[config.mk]
export PLATFORM = sky130hd
export DESIGN_NAME = calibration_table_interpolator_top
export DESIGN_NICKNAME = d
export VERILOG_FILES = /design/src/hw/rtl/cti_pkg.sv /design/src/hw/rtl/cti_fifo.sv /design/src/hw/rtl/cti_front.sv /design/src/hw/rtl/cti_back.sv /design/src/hw/rtl/calibration_table_interpolator_top.sv
export SDC_FILE = /design/constraint.sdc
export NUM_CORES = 2
export LEC_CHECK = 0
export BUFFER_PORTS_ARGS = -buffer_cell sky130_fd_sc_hd__buf_2
export CORE_AREA = 4 4 415 417
export CTS_CLUSTER_SIZE = 30
export DETAILED_ROUTE_END_ITERATION = 7
export DIE_AREA = 0 0 419 421
export GPL_TIMING_DRIVEN = 0
export PLACE_DENSITY = 0.57
export SYNTH_ARGS = -nofsm -noshare
export SYNTH_HDL_FRONTEND = slang
export SYNTH_SLANG_ARGS = --single-unit
[constraint.sdc]
create_clock -name clk -period 16.1 [get_ports clk]
set_input_delay 3.22 -clock clk [delete_from_list [all_inputs] [get_ports clk]]
set_output_delay 3.22 -clock clk [all_outputs]
set_load 0.02 [all_outputs]
[src/hw/rtl/cti_pkg.sv]
// cti_pkg: shared types and constants of the calibration table interpolator
// no dependencies; used by cti_front, cti_back, the top and cti_checker

package cti_pkg;

	localparam int MAX_POINTS_DEF  = 16;
	localparam int FREQ_W          = 32;
	localparam int VAL_W           = 8;
	localparam int INDEX_W         = 4;
	localparam int COUNT_W         = 5;
	localparam int PROD_W          = FREQ_W + VAL_W;
	localparam int CMD_QUEUE_DEPTH = 4;
	localparam int RES_QUEUE_DEPTH = 2;

	localparam logic CMD_WRITE = 1'b0;
	localparam logic CMD_QUERY = 1'b1;

	// classified request handed from the front to the back
	typedef struct packed {
		logic               is_query;
		logic               write_ok;
		logic [INDEX_W-1:0] index;
		logic [FREQ_W-1:0]  frequency;
		logic [VAL_W-1:0]   value;
	} item_t;

endpackage

[src/hw/rtl/cti_fifo.sv]
// cti_fifo: small register-based first-in first-out queue
// generic storage, no package dependency

module cti_fifo #(
	parameter int WIDTH = 8,
	parameter int DEPTH = 2
) (
	input  logic             clk,
	input  logic             arst_n,
	input  logic             push,
	input  logic [WIDTH-1:0] push_data,
	output logic             full,
	input  logic             pop,
	output logic [WIDTH-1:0] pop_data,
	output logic             empty
);

	localparam int PTR_W = (DEPTH > 1) ? $clog2(DEPTH) : 1;
	localparam int CNT_W = $clog2(DEPTH + 1);

	logic [WIDTH-1:0] slot_q [DEPTH];
	logic [PTR_W-1:0] wr_ptr_q;
	logic [PTR_W-1:0] rd_ptr_q;
	logic [CNT_W-1:0] count_q;
	logic             do_push;
	logic             do_pop;

	assign full     = (count_q == CNT_W'(DEPTH));
	assign empty    = (count_q == '0);
	assign do_push  = push && !full;
	assign do_pop   = pop && !empty;
	assign pop_data = slot_q[rd_ptr_q];

	always_ff @(posedge clk) begin
		if (do_push) begin
			slot_q[wr_ptr_q] <= push_data;
		end
	end

	always_ff @(posedge clk or negedge arst_n) begin
		if (!arst_n) begin
			wr_ptr_q <= '0;
			rd_ptr_q <= '0;
			count_q  <= '0;
		end else begin
			if (do_push) begin
				wr_ptr_q <= (wr_ptr_q == PTR_W'(DEPTH - 1)) ? '0 : wr_ptr_q + PTR_W'(1);
			end
			if (do_pop) begin
				rd_ptr_q <= (rd_ptr_q == PTR_W'(DEPTH - 1)) ? '0 : rd_ptr_q + PTR_W'(1);
			end
			case ({do_push, do_pop})
				2'b10:   count_q <= count_q + CNT_W'(1);
				2'b01:   count_q <= count_q - CNT_W'(1);
				default: count_q <= count_q;
			endcase
		end
	end

endmodule

[src/hw/rtl/cti_front.sv]
// cti_front: accepts requests, classifies them and queues them for the engine
// depends on cti_pkg and cti_fifo

module cti_front #(
	parameter int MAX_POINTS = cti_pkg::MAX_POINTS_DEF
) (
	input  logic                        clk,
	input  logic                        arst_n,
	input  logic                        push,
	output logic                        full,
	input  logic                        command,
	input  logic [cti_pkg::INDEX_W-1:0] entry_index,
	input  logic [cti_pkg::FREQ_W-1:0]  frequency,
	input  logic [cti_pkg::VAL_W-1:0]   entry_value,
	output cti_pkg::item_t              item,
	output logic                        item_valid,
	input  logic                        item_take
);

	cti_pkg::item_t                   in_item;
	logic [$bits(cti_pkg::item_t)-1:0] q_data;
	logic                             q_empty;

	// writes past the table are flagged here (write_ok clear), they never reach the engine's memory
	always_comb begin
		in_item.is_query  = (command == cti_pkg::CMD_QUERY);
		in_item.write_ok  = (command == cti_pkg::CMD_WRITE) &&
			(32'(entry_index) < 32'(MAX_POINTS));
		in_item.index     = entry_index;
		in_item.frequency = frequency;
		in_item.value     = entry_value;
	end

	cti_fifo #(
		.WIDTH ($bits(cti_pkg::item_t)),
		.DEPTH (cti_pkg::CMD_QUEUE_DEPTH)
	) u_cmd_queue (
		.clk       (clk),
		.arst_n    (arst_n),
		.push      (push),
		.push_data (in_item),
		.full      (full),
		.pop       (item_take),
		.pop_data  (q_data),
		.empty     (q_empty)
	);

	assign item       = cti_pkg::item_t'(q_data);
	assign item_valid = !q_empty;

endmodule

[src/hw/rtl/cti_back.sv]
// cti_back: table memory, sequential search and shift-subtract interpolation engine
// depends on cti_pkg

module cti_back #(
	parameter int MAX_POINTS = cti_pkg::MAX_POINTS_DEF
) (
	input  logic                        clk,
	input  logic                        arst_n,
	input  logic [cti_pkg::COUNT_W-1:0] point_count,
	input  cti_pkg::item_t              item,
	input  logic                        item_valid,
	output logic                        item_take,
	output logic                        res_push,
	output logic [cti_pkg::VAL_W-1:0]   res_data,
	input  logic                        res_full
);

	localparam int IDX_W  = $clog2(MAX_POINTS);
	localparam int FW     = cti_pkg::FREQ_W;
	localparam int VW     = cti_pkg::VAL_W;
	localparam int PW     = cti_pkg::PROD_W;

	typedef enum logic [7:0] {
		ST_IDLE   = 8'b0000_0001,
		ST_FIRST  = 8'b0000_0010,
		ST_LAST   = 8'b0000_0100,
		ST_SEARCH = 8'b0000_1000,
		ST_MUL    = 8'b0001_0000,
		ST_DIV    = 8'b0010_0000,
		ST_FIN    = 8'b0100_0000,
		ST_OUT    = 8'b1000_0000
	} state_t;

	state_t           state_q;
	state_t           state_d;

	logic [FW+VW-1:0] tbl_mem [MAX_POINTS];
	logic [FW+VW-1:0] rd_q;
	logic [IDX_W-1:0] rd_addr;
	logic             tbl_we;
	logic [IDX_W-1:0] wr_addr;
	logic [FW-1:0]    rd_f;
	logic [VW-1:0]    rd_v;

	logic [IDX_W-1:0] last_idx;
	logic [IDX_W-1:0] last_q;
	logic [IDX_W-1:0] k_q;
	logic [FW-1:0]    target_q;
	logic [FW+VW-1:0] lo_q;
	logic [FW-1:0]    lo_f;
	logic [VW-1:0]    lo_v;
	logic [FW-1:0]    span_q;
	logic [FW-1:0]    off_q;
	logic [VW-1:0]    a_q;
	logic [VW-1:0]    diff_q;
	logic             rise_q;
	logic [PW-1:0]    prod;
	logic [PW-1:0]    rem_q;
	logic [2:0]       bit_q;
	logic [VW-1:0]    quo_q;
	logic [VW-1:0]    res_q;
	logic [PW:0]      trial;
	logic             search_stop;

	assign rd_f = rd_q[FW+VW-1:VW];
	assign rd_v = rd_q[VW-1:0];
	assign lo_f = lo_q[FW+VW-1:VW];
	assign lo_v = lo_q[VW-1:0];

	// last entry in use: zero acts as one point, large counts saturate
	always_comb begin
		if (point_count == '0) begin
			last_idx = '0;
		end else if (32'(point_count) > 32'(MAX_POINTS)) begin
			last_idx = IDX_W'(MAX_POINTS - 1);
		end else begin
			last_idx = IDX_W'(point_count - cti_pkg::COUNT_W'(1));
		end
	end

	assign item_take   = (state_q == ST_IDLE) && item_valid;
	assign tbl_we      = item_take && !item.is_query && item.write_ok;
	assign wr_addr     = IDX_W'(item.index);
	assign search_stop = (k_q == last_q) || (rd_f >= target_q);
	assign prod        = off_q * diff_q;
	assign trial       = {1'b0, rem_q} - {1'b0, PW'(span_q) << bit_q};
	assign res_push    = (state_q == ST_OUT) && !res_full;
	assign res_data    = res_q;

	always_comb begin
		case (state_q)
			ST_FIRST:  rd_addr = last_q;
			ST_LAST:   rd_addr = IDX_W'(1);
			ST_SEARCH: rd_addr = k_q + IDX_W'(1);
			default:   rd_addr = '0;
		endcase
	end

	always_ff @(posedge clk) begin
		if (tbl_we) begin
			tbl_mem[wr_addr] <= {item.frequency, item.value};
		end
		rd_q <= tbl_mem[rd_addr];
	end

	always_comb begin
		state_d = state_q;
		case (state_q)
			ST_IDLE:   if (item_take && item.is_query) state_d = ST_FIRST;
			ST_FIRST:  state_d = (target_q <= rd_f) ? ST_OUT : ST_LAST;
			ST_LAST:   state_d = (target_q >= rd_f) ? ST_OUT : ST_SEARCH;
			ST_SEARCH: if (search_stop) state_d = ST_MUL;
			ST_MUL:    state_d = ST_DIV;
			ST_DIV:    if (bit_q == 3'd0) state_d = ST_FIN;
			ST_FIN:    state_d = ST_OUT;
			ST_OUT:    if (!res_full) state_d = ST_IDLE;
			default:   state_d = ST_IDLE;
		endcase
	end

	always_ff @(posedge clk or negedge arst_n) begin
		if (!arst_n) begin
			state_q <= ST_IDLE;
		end else begin
			state_q <= state_d;
		end
	end

	always_ff @(posedge clk) begin
		case (state_q)
			ST_IDLE: begin
				if (item_take) begin
					target_q <= item.frequency;
					last_q   <= last_idx;
				end
			end
			ST_FIRST: begin
				lo_q  <= rd_q;
				res_q <= rd_v;
			end
			ST_LAST: begin
				res_q <= rd_v;
				k_q   <= IDX_W'(1);
			end
			ST_SEARCH: begin
				if (search_stop) begin
					span_q <= rd_f - lo_f;
					off_q  <= target_q - lo_f;
					a_q    <= lo_v;
					rise_q <= (lo_v < rd_v);
					diff_q <= (lo_v < rd_v) ? rd_v - lo_v : lo_v - rd_v;
				end else begin
					lo_q <= rd_q;
					k_q  <= k_q + IDX_W'(1);
				end
			end
			ST_MUL: begin
				rem_q <= prod;
				bit_q <= 3'd7;
				quo_q <= '0;
			end
			ST_DIV: begin
				// quotient stays below 256 since offset never exceeds span
				if (!trial[PW]) begin
					rem_q        <= trial[PW-1:0];
					quo_q[bit_q] <= 1'b1;
				end
				bit_q <= bit_q - 3'd1;
			end
			ST_FIN: begin
				res_q <= rise_q ? a_q + quo_q : a_q - quo_q;
			end
			default: begin
			end
		endcase
	end

endmodule

[src/hw/rtl/calibration_table_interpolator_top.sv]
// calibration_table_interpolator_top: piecewise linear calibration lookup
// a query clamps at the first or last point, otherwise it interpolates between the bracketing pair;
// an in-range write is stored as the engine takes it, a clamped query reads only the end points, and an
// interpolating query scans with one table read per cycle, then runs an 8-step shift-subtract divide
// arst_n clears queues and engine state and sets point_count to 1; the table is not cleared
// depends on cti_pkg, cti_fifo, cti_front, cti_back

module calibration_table_interpolator_top #(
	parameter int MAX_POINTS = cti_pkg::MAX_POINTS_DEF
) (
	input  logic                        clk,
	input  logic                        arst_n,
	// request side
	input  logic                        push,
	output logic                        full,
	input  logic                        command,
	input  logic [cti_pkg::INDEX_W-1:0] entry_index,
	input  logic [cti_pkg::FREQ_W-1:0]  frequency,
	input  logic [cti_pkg::VAL_W-1:0]   entry_value,
	// result side
	output logic                        empty,
	input  logic                        pop,
	output logic [cti_pkg::VAL_W-1:0]   interpolated_value,
	// point_count register
	input  logic                        cfg_we,
	input  logic [cti_pkg::COUNT_W-1:0] cfg_wdata
);

	logic [cti_pkg::COUNT_W-1:0] point_count_q;

	// front to back request queue
	cti_pkg::item_t              link_item;
	logic                        link_valid;
	logic                        link_take;

	// back to result queue
	logic                        res_push;
	logic [cti_pkg::VAL_W-1:0]   res_data;
	logic                        res_full;

	// point count; the user writes it only while the block is idle, the block itself does not enforce this
	always_ff @(posedge clk or negedge arst_n) begin
		if (!arst_n) begin
			point_count_q <= cti_pkg::COUNT_W'(1);
		end else if (cfg_we) begin
			point_count_q <= cfg_wdata;
		end
	end

	// front: classify and queue every request, writes and queries in order
	cti_front #(
		.MAX_POINTS (MAX_POINTS)
	) u_front (
		.clk         (clk),
		.arst_n      (arst_n),
		.push        (push),
		.full        (full),
		.command     (command),
		.entry_index (entry_index),
		.frequency   (frequency),
		.entry_value (entry_value),
		.item        (link_item),
		.item_valid  (link_valid),
		.item_take   (link_take)
	);

	// back: table storage, scan for the bracketing points, multiply and divide
	cti_back #(
		.MAX_POINTS (MAX_POINTS)
	) u_back (
		.clk         (clk),
		.arst_n      (arst_n),
		.point_count (point_count_q),
		.item        (link_item),
		.item_valid  (link_valid),
		.item_take   (link_take),
		.res_push    (res_push),
		.res_data    (res_data),
		.res_full    (res_full)
	);

	// result queue decouples the engine from a stalled consumer
	cti_fifo #(
		.WIDTH (cti_pkg::VAL_W),
		.DEPTH (cti_pkg::RES_QUEUE_DEPTH)
	) u_res_queue (
		.clk       (clk),
		.arst_n    (arst_n),
		.push      (res_push),
		.push_data (res_data),
		.full      (res_full),
		.pop       (pop),
		.pop_data  (interpolated_value),
		.empty     (empty)
	);

endmodule

==> Word level (Yosys, flattened, before mapping) <==
Memories as Yosys holds them, arrays and structs flattened. A register that Yosys moved wholly into a read port is not among the register bits.
Cells that the tools add are included.
Widths: inputs -> output; s select.
{ "op_classes": {"n_addsub": 18, "multipliers": 1, "div_mod_pow": 0, "order_cmp": 7, "eq_ne": 23, "shifts": 1, "mux": 35, "n_bitwise": 2, "n_reduce_logical": 33} }
{ "op_table": {"columns": ["op", "n"], "rows": [
  ["$pmux 40 s2", 2],
  ["$mux 40", 2],
  ["$mux 8", 9],
  ["$ge 32x32->1", 2],
  ["$pmux 8 s8", 1],
  ["$sub 32x32->32", 2],
  ["$sub 40x40->41", 1],
  ["$mul 32x8->40", 1],
  ["$shl 32x3->40", 1],
  ["$le 32x32->1", 1],
  ["$pmux 8 s2", 2],
  ["$sub 8x8->8", 3],
  ["$pmux 3 s2", 2],
  ["$pmux 4 s3", 1],
  ["$reduce_bool 2->1", 6],
  ["$eq 2x2->1 const B", 5],
  ["$logic_and 1x1->1", 10],
  ["$reduce_and 2->1", 5],
  ["$mux 1", 9],
  ["$add 8x8->8", 1],
  ["$eq 8x1->1 const B", 1],
  ["$eq 8x2->1 const B", 1],
  ["$eq 8x3->1 const B", 1],
  ["$eq 8x4->1 const B", 1],
  ["34 further kinds", 50]
]} }
{ "word_totals": {"reg_bits": 244, "latch_bits": 0, "ram_bits": 840, "rom_bits": 0, "inputBits": 55, "mem_count": 3} }
{ "mem_list": {"columns": ["memory", "depth", "width", "rd", "rd_clocked_by_memory_dff", "wr", "line", "source"], "rows": [
  ["u_back.tbl_mem", 16, 40, 1, 1, 1, "cti_back.sv:37", "logic [FW+VW-1:0] tbl_mem [MAX_POINTS];"],
  ["u_front.u_cmd_queue.slot_q", 4, 46, 1, 0, 1, "cti_fifo.sv:21", "logic [WIDTH-1:0] slot_q [DEPTH];"],
  ["u_res_queue.slot_q", 2, 8, 1, 0, 1, "cti_fifo.sv:21", null]
]} }

==> Logic depth before layout (Yosys ltp) <==
{ "depth": {"ltp_word": 7, "depth_mapped": 21, "mapped_depth_nobuf": 19} }

==> By module <==
A second synthesis with hierarchy kept.
{ "unflattened": {"cells_unflattened": 4626, "area_unflattened_um2": 58474.8} }
{ "modules_own_cells": {"columns": ["mod", "instances", "cells_each", "area_per_inst_um2", "seq_area_each_um2"], "rows": [
  ["cti_back", 1, 4291, 50432.1, 26827.0],
  ["cti_fifo at u_front.u_cmd_queue", 1, 280, 7080.5, 5700.5],
  ["cti_fifo at u_res_queue", 1, 43, 772.0, 580.6],
  ["calibration_table_interpolator_top", 1, 10, 182.7, 126.4],
  ["cti_front", 1, 2, 7.5, 0.0]
]} }

==> Worst setup path after synthesis <==
OpenSTA, ideal clock, no wires.
{ "synth_timing": {"path_type": "reg-to-reg", "startpoint": "register u_back.state_q[6]", "endpoint": "memory u_back.tbl_mem[0][0] in the netlist's numbering (enable)", "setup_ns": 0.442, "arrival_time_ns": 7.507, "t_required_ns": 15.658, "slack_ns": 8.151, "stages_incl_launch_ff": 8, "path_buffers": 0, "synth_period_minus_slack_ns": 7.949, "cell_sequence": "dfrtp_1 -> nor2_1 -> nand3_1 -> nor4b_1 -> and3b_1 -> nor2b_1 -> and2b_1 -> nor2b_1"} }
{ "synth_via": {"elab_chain_cells": 6} }
{ "synth_rtl": {"columns": ["element", "line", "source"], "rows": [
  ["start: declaration", "cti_back.sv:34", "state_t state_q;"],
  ["start signal: assignment", "cti_back.sv:125", "state_q <= state_d;"],
  ["$eq 8x1->1", "cti_back.sv:81", "assign item_take = (state_q == ST_IDLE) && item_valid;"],
  ["$logic_and 1x1->1", "cti_back.sv:81", null],
  ["$logic_and 1x1->1 (2 in a row)", "cti_back.sv:82", "assign tbl_we = item_take && !item.is_query && item.write_ok;"],
  ["$mux 1", "cti_back.sv:100", "if (tbl_we) begin"],
  ["$mux 1 (implied by the code)", "cti_back.sv:101", "tbl_mem[wr_addr] <= {item.frequency, item.value};"],
  ["end: declaration", "cti_back.sv:37", null]
]} }
No other way between the ends.

==> Final worst setup path <==
{ "layout_timing": {"startpoint": "register u_back.diff_q[7]", "endpoint": "register u_back.rem_q[31] (data pin)"} }
{ "layout_via": {"elab_chain_cells": 2} }
{ "layout_rtl": {"columns": ["element", "line", "source"], "rows": [
  ["start: declaration", "cti_back.sv:55", "logic [VW-1:0] diff_q;"],
  ["start signal: assignment", "cti_back.sv:151", "diff_q <= (lo_v < rd_v) ? rd_v - lo_v : lo_v - rd_v;"],
  ["$mul 32x8->40", "cti_back.sv:85", "assign prod = off_q * diff_q;"],
  ["$pmux 40 s2", "cti_back.sv:130", "case (state_q)"],
  ["end signal: assignment", "cti_back.sv:158", "rem_q <= prod;"],
  ["end signal: assignment", "cti_back.sv:165", "rem_q <= trial[PW-1:0];"],
  ["end: declaration", "cti_back.sv:58", "logic [PW-1:0] rem_q;"]
]} }
No other way between the ends.
A chain may end at the register's enable or synchronous reset.

==> flow_summary_export.csv <==
group,metric,value,unit
outcome,status,"completed",
routing,wl_per_cell,19.48,um
logic_synthesis,yosys_register_bits,1124,
sta,slew_headroom,24.25,%
placed_design,gp_congestion,0.8694,
clock_tree,clock_latency,760,ps
setup_path,ff2ff_path_depth,18,
cells_and_area,drive_above_1_share,9.459,%
grt,gr-total-overflow,0,
sta,timing.fmax,0.1531,GHz
setup_path,cp_cell_sequence,"clkbuf_1, and2_1, fa_1, fa_1, fa_1, inv_1, fa_1, inv_1, ha_1, nand4_1, a211oi_1, nor2_1, o21ai_1, o21ai_1, o21ai_1, a31oi_1, xnor2_1, mux2_2",
setup_path,cp_slowest_stage_delay,630,ps
routing,via_per_inst,5.021,
logic_synthesis,ys_top_cells_by_area,"edfxtp_1 (54%), fa_1 (6.4%), ha_1 (4.8%)",
sta,finClkSkew,76.80,ps
floorplanning,core_region_area,168700,sq um
grt,antenna_found_initial,1,
setup_path,required,16550,ps
clock_tree,postCtsSetupRepairBufs,0,
setup_path,startpoint_type,"flip-flop",
placed_design,port_buffers,63,
power_and_ir_drop,peakVddDrop,0.1376,mV
logic_synthesis,ys.flop_type,"edfxtp_1",
worst_hold_path,hp-class,"flip-flop to flip-flop",
logic_synthesis,synth_area_leader_cell,"edfxtp_1",
clock_tree,clk_path_buf_depth,3,
clock_tree,ctsHoldBuffers,0,
worst_hold_path,min_from,"u_back.res_data[3]",
cells_and_area,synthToLayoutAreaGrowth,12.73,%
sta,tightest_slew,1124,ps
setup_path,critPathArrivalTime,6980,ps
sta,final_hold_viol_count,0,
floorplanning,die_w,419,um
logic_synthesis,synthesis.area,58750,sq um
clock_tree,cts_tree,"done",
grt,grt_max_degree,32,
cells_and_area,utilization,39.26,%
logic_synthesis,syn_inst,4751,
placed_design,dp_hpwl,106500,um
logic_synthesis,synthDistinctLibCells,92,
routing,remaining_drc_errors,0,
logic_synthesis,synth_warnings,0,
clock_tree,ctsResizeCount,0,
floorplanning,die_h,421,um
floorplanning,die_area,176400,sq um
logic_synthesis,ys_async_sr_fraction,2.135,%
clock_tree,h-tree-depth,3,
routing,drt.antenna.violating_nets,0,
logic_synthesis,synth-seq-area-share,56.57,%
routing,num_vias,36560,
sta,rsz0062_at_grt,"false",
logic_synthesis,yosysTopAreaCellShare,54.18,%
floorplanning,num_io_pins,65,
sta,fin_crit_sh,40.57,%
cells_and_area,n_fill_cell,15930,
grt,grtUsageTotal,15.96,%
logic_synthesis,postSynthAreaPerCell,12.37,sq um
setup_path,path_common_cell,"fa_1",
setup_path,slowest_stage,"clkbuf_1",
setup_path,regToRegSetupSlack,9570,ps
placed_design,placed_cell_area,62530,sq um
grt,grt_pass1_vias,37310,
setup_path,cp_max_fo,10,
power_and_ir_drop,power_density,146.0,nW/um^2
cells_and_area,layout.nets,5430,
grt,grt_pass1_wl,220400,um
worst_hold_path,min_to,"u_res_queue.slot_q[0][3]",
sta,finalMaxSlewViolations,0,
routing,first_pass_iters,5,
routing,drtIter0Drc,2595,
job,maxCapViolCount,0,
setup_path,r2r-start,"u_back.diff_q[7]",
setup_path,critPathKind,"flip-flop to flip-flop",
setup_path,timing.rr.end,"u_back.rem_q[31]",
logic_synthesis,syn_nets,5220,
sta,post-route-min-period,6532,ps
routing,wl,141800,um
power_and_ir_drop,total_power,9670,uW
clock_tree,clockRootBuffer,"clkbuf_16",
clock_tree,clock_sinks,1124,
cells_and_area,design_area,66230,sq um
logic_synthesis,synth_edf_count,1060,
clock_tree,cts.clk_slew.worst_paths,60,ps
worst_hold_path,hold_depth,0,
sta,fin_tns_setup,0,ps
clock_tree,cts_inserted_buffers,115,
floorplanning,initial_core_util,34.82,%
floorplanning,core.rowCount,151,
sta,final-setup-viol-count,0,
cells_and_area,diodes,0,
setup_path,end_kind,"flip-flop",
power_and_ir_drop,power_leakage,0.02452,uW
==> layout make-up <==
| class | instances | area (sq um) | share of cell area [%] |
|---|---|---|---|
| inverter | 337 | 1265 | 1.910 |
| tap | 2218 | 2775 | 4.190 |
| multi-input combinational | 3062 | 23430 | 35.37 |
| buffer | 228 | 991.0 | 1.496 |
| clock inverter | 62 | 589.3 | 0.8898 |
| clock buffer | 158 | 3109 | 4.694 |
| sequential | 1124 | 33230 | 50.18 |
| timing repair buffer | 93 | 840.8 | 1.269 |
==> metrics by stage <==
| stage | setup slack [ps] | hold slack (ps) | std cells |
|---|---|---|---|
| 3_3_place_gp | 2998 | 426.5 | 7032 |
| 2_1_floorplan | 8151 | 408.2 | 4751 |
| 3_5_place_dp | 9661 | 431.2 | 7062 |
| 6_report | 9568 | 451.3 | 7282 |
| 5_1_grt | 9287 | 463.2 | 7282 |
| 4_1_cts | 9616 | 445.1 | 7282 |
==> cell families (layout without fill, tap and decap cells) <==
| kind of cell | after synthesis | count (layout) | synth area share (%) |
|---|---|---|---|
| buffers and inverters | 565 | 878 | 3.840 |
| AO/OA/AOI/OAI | 980 | 980 | 11.29 |
| adder cells (fa/ha/maj) | 414 | 414 | 11.21 |
| multiplexers | 128 | 128 | 3.548 |
| XOR/XNOR | 155 | 155 | 2.311 |
| AND/OR/NAND/NOR | 1385 | 1385 | 11.24 |
| flip-flops | 1124 | 1124 | 56.57 |
==> critical path, delay by kind of cell, from the launching register on <==
family	cells	cell delay, ps
compound gates	5	1580
xor+xnor	1	150
fa+ha+maj	5	2410
buf+inv	3	740
flops	1	610
mux	1	260
simple gates	3	510
==> registers in the layout, summed over array words and instances, names as in the netlist, 2 cells and up <==
name / cells
point_count_q: 5
u_back.a_q: 8
u_back.bit_q: 3
u_back.diff_q: 8
u_back.k_q: 4
u_back.last_q: 4
u_back.lo_q: 40
u_back.off_q: 32
u_back.quo_q: 8
u_back.rd_q: 40
u_back.rem_q: 40
u_back.res_data: 8
u_back.span_q: 32
u_back.state_q: 8
u_back.target_q: 32
u_back.tbl_mem: 640
u_front.u_cmd_queue.count_q: 3
u_front.u_cmd_queue.rd_ptr_q: 2
u_front.u_cmd_queue.slot_q: 184
u_front.u_cmd_queue.wr_ptr_q: 2
u_res_queue.count_q: 2
u_res_queue.slot_q: 16
==> synth_stat cells (10+ instances only) <==
cell type	n
mux2i_1	44
a311oi_1	81
o21ai_0	98
o31ai_1	10
nor3_1	27
nand3b_1	10
buf_2	57
a21oi_1	266
dfxtp_1	40
dfrtp_1	22
a31oi_1	111
xor2_1	62
mux2_2	22
o211ai_1	14
a211oi_1	183
xnor2_1	93
nor2_1	196
and3_1	25
and2_1	342
nor2b_1	37
inv_1	337
edfxtp_1	1060
nand4_1	28
o21a_1	14
buf_4	13
fa_1	187
buf_1	14
a21o_1	87
o21ai_1	18
nand2_1	624
nand2b_1	22
clkbuf_1	142
nand3_1	35
ha_1	227
mux4_2	62
o21bai_1	20
==> metal layers <==
metal  up-vias  global-route usage (%)  wire [um]
met5         -                       0         13
met4         2                   4.146       3427
met3       197                   2.156       6260
met2       792                   26.51      67700
met1     17920                   22.04      64420
li1      17650                       -          -
==> placed cells by master, fill, tap and decap left out, types with 13 or more instances in the layout <==
cell	Yosys	layout
clkinv_2	0	20
buf_4	13	19
clkinv_1	0	22
a31oi_1	111	110
o211ai_1	14	14
ha_1	227	227
buf_1	14	14
dfrtp_1	22	22
dfxtp_1	40	40
and3_1	25	25
o21ai_0	98	97
mux2i_1	44	44
clkbuf_1	142	178
buf_12	0	24
and2_1	342	338
nor3_1	27	27
xor2_1	62	62
nand3_1	35	35
edfxtp_1	1060	1060
clkbuf_16	0	115
mux4_2	62	62
o21bai_1	20	20
a21oi_1	266	266
o21ai_1	18	18
xnor2_1	93	93
nor2_1	196	183
a311oi_1	81	81
nor2_4	0	13
a21o_1	87	87
nor2b_1	37	33
mux2_2	22	22
nand2_1	624	624
nand2b_1	22	22
fa_1	187	187
nand4_1	28	28
inv_1	337	337
o21a_1	14	14
buf_2	57	120
a211oi_1	183	183
==> power breakdown <==
| group | total [uW] | internal [uW] | switching (uW) |
|---|---|---|---|
| Clock | 2580 | 1440 | 1130 |
| Sequential | 4170 | 4010 | 160 |
| Combinational | 2920 | 1000 | 1920 |
| Total | 9670 | 6460 | 3210 |
==> worst max-delay path by stage <==
stage | endpoint | cells after the start | slack, ps | startpoint
after CTS | u_back.rem_q[31] | 18 | 9620 | u_back.diff_q[7]
after global placement | u_back.tbl_mem[0][18] | 7 | 3000 | u_back.state_q[1]
after global routing | u_back.rem_q[31] | 18 | 9290 | u_back.diff_q[7]
after detailed placement | u_back.rem_q[31] | 18 | 9660 | u_back.diff_q[7]
final | u_back.rem_q[31] | 18 | 9570 | u_back.diff_q[7]
after floorplan | u_back.tbl_mem[0][0] | 7 | 8150 | u_back.state_q[6]
No activity file was read; power rests on OpenSTA's default activity.
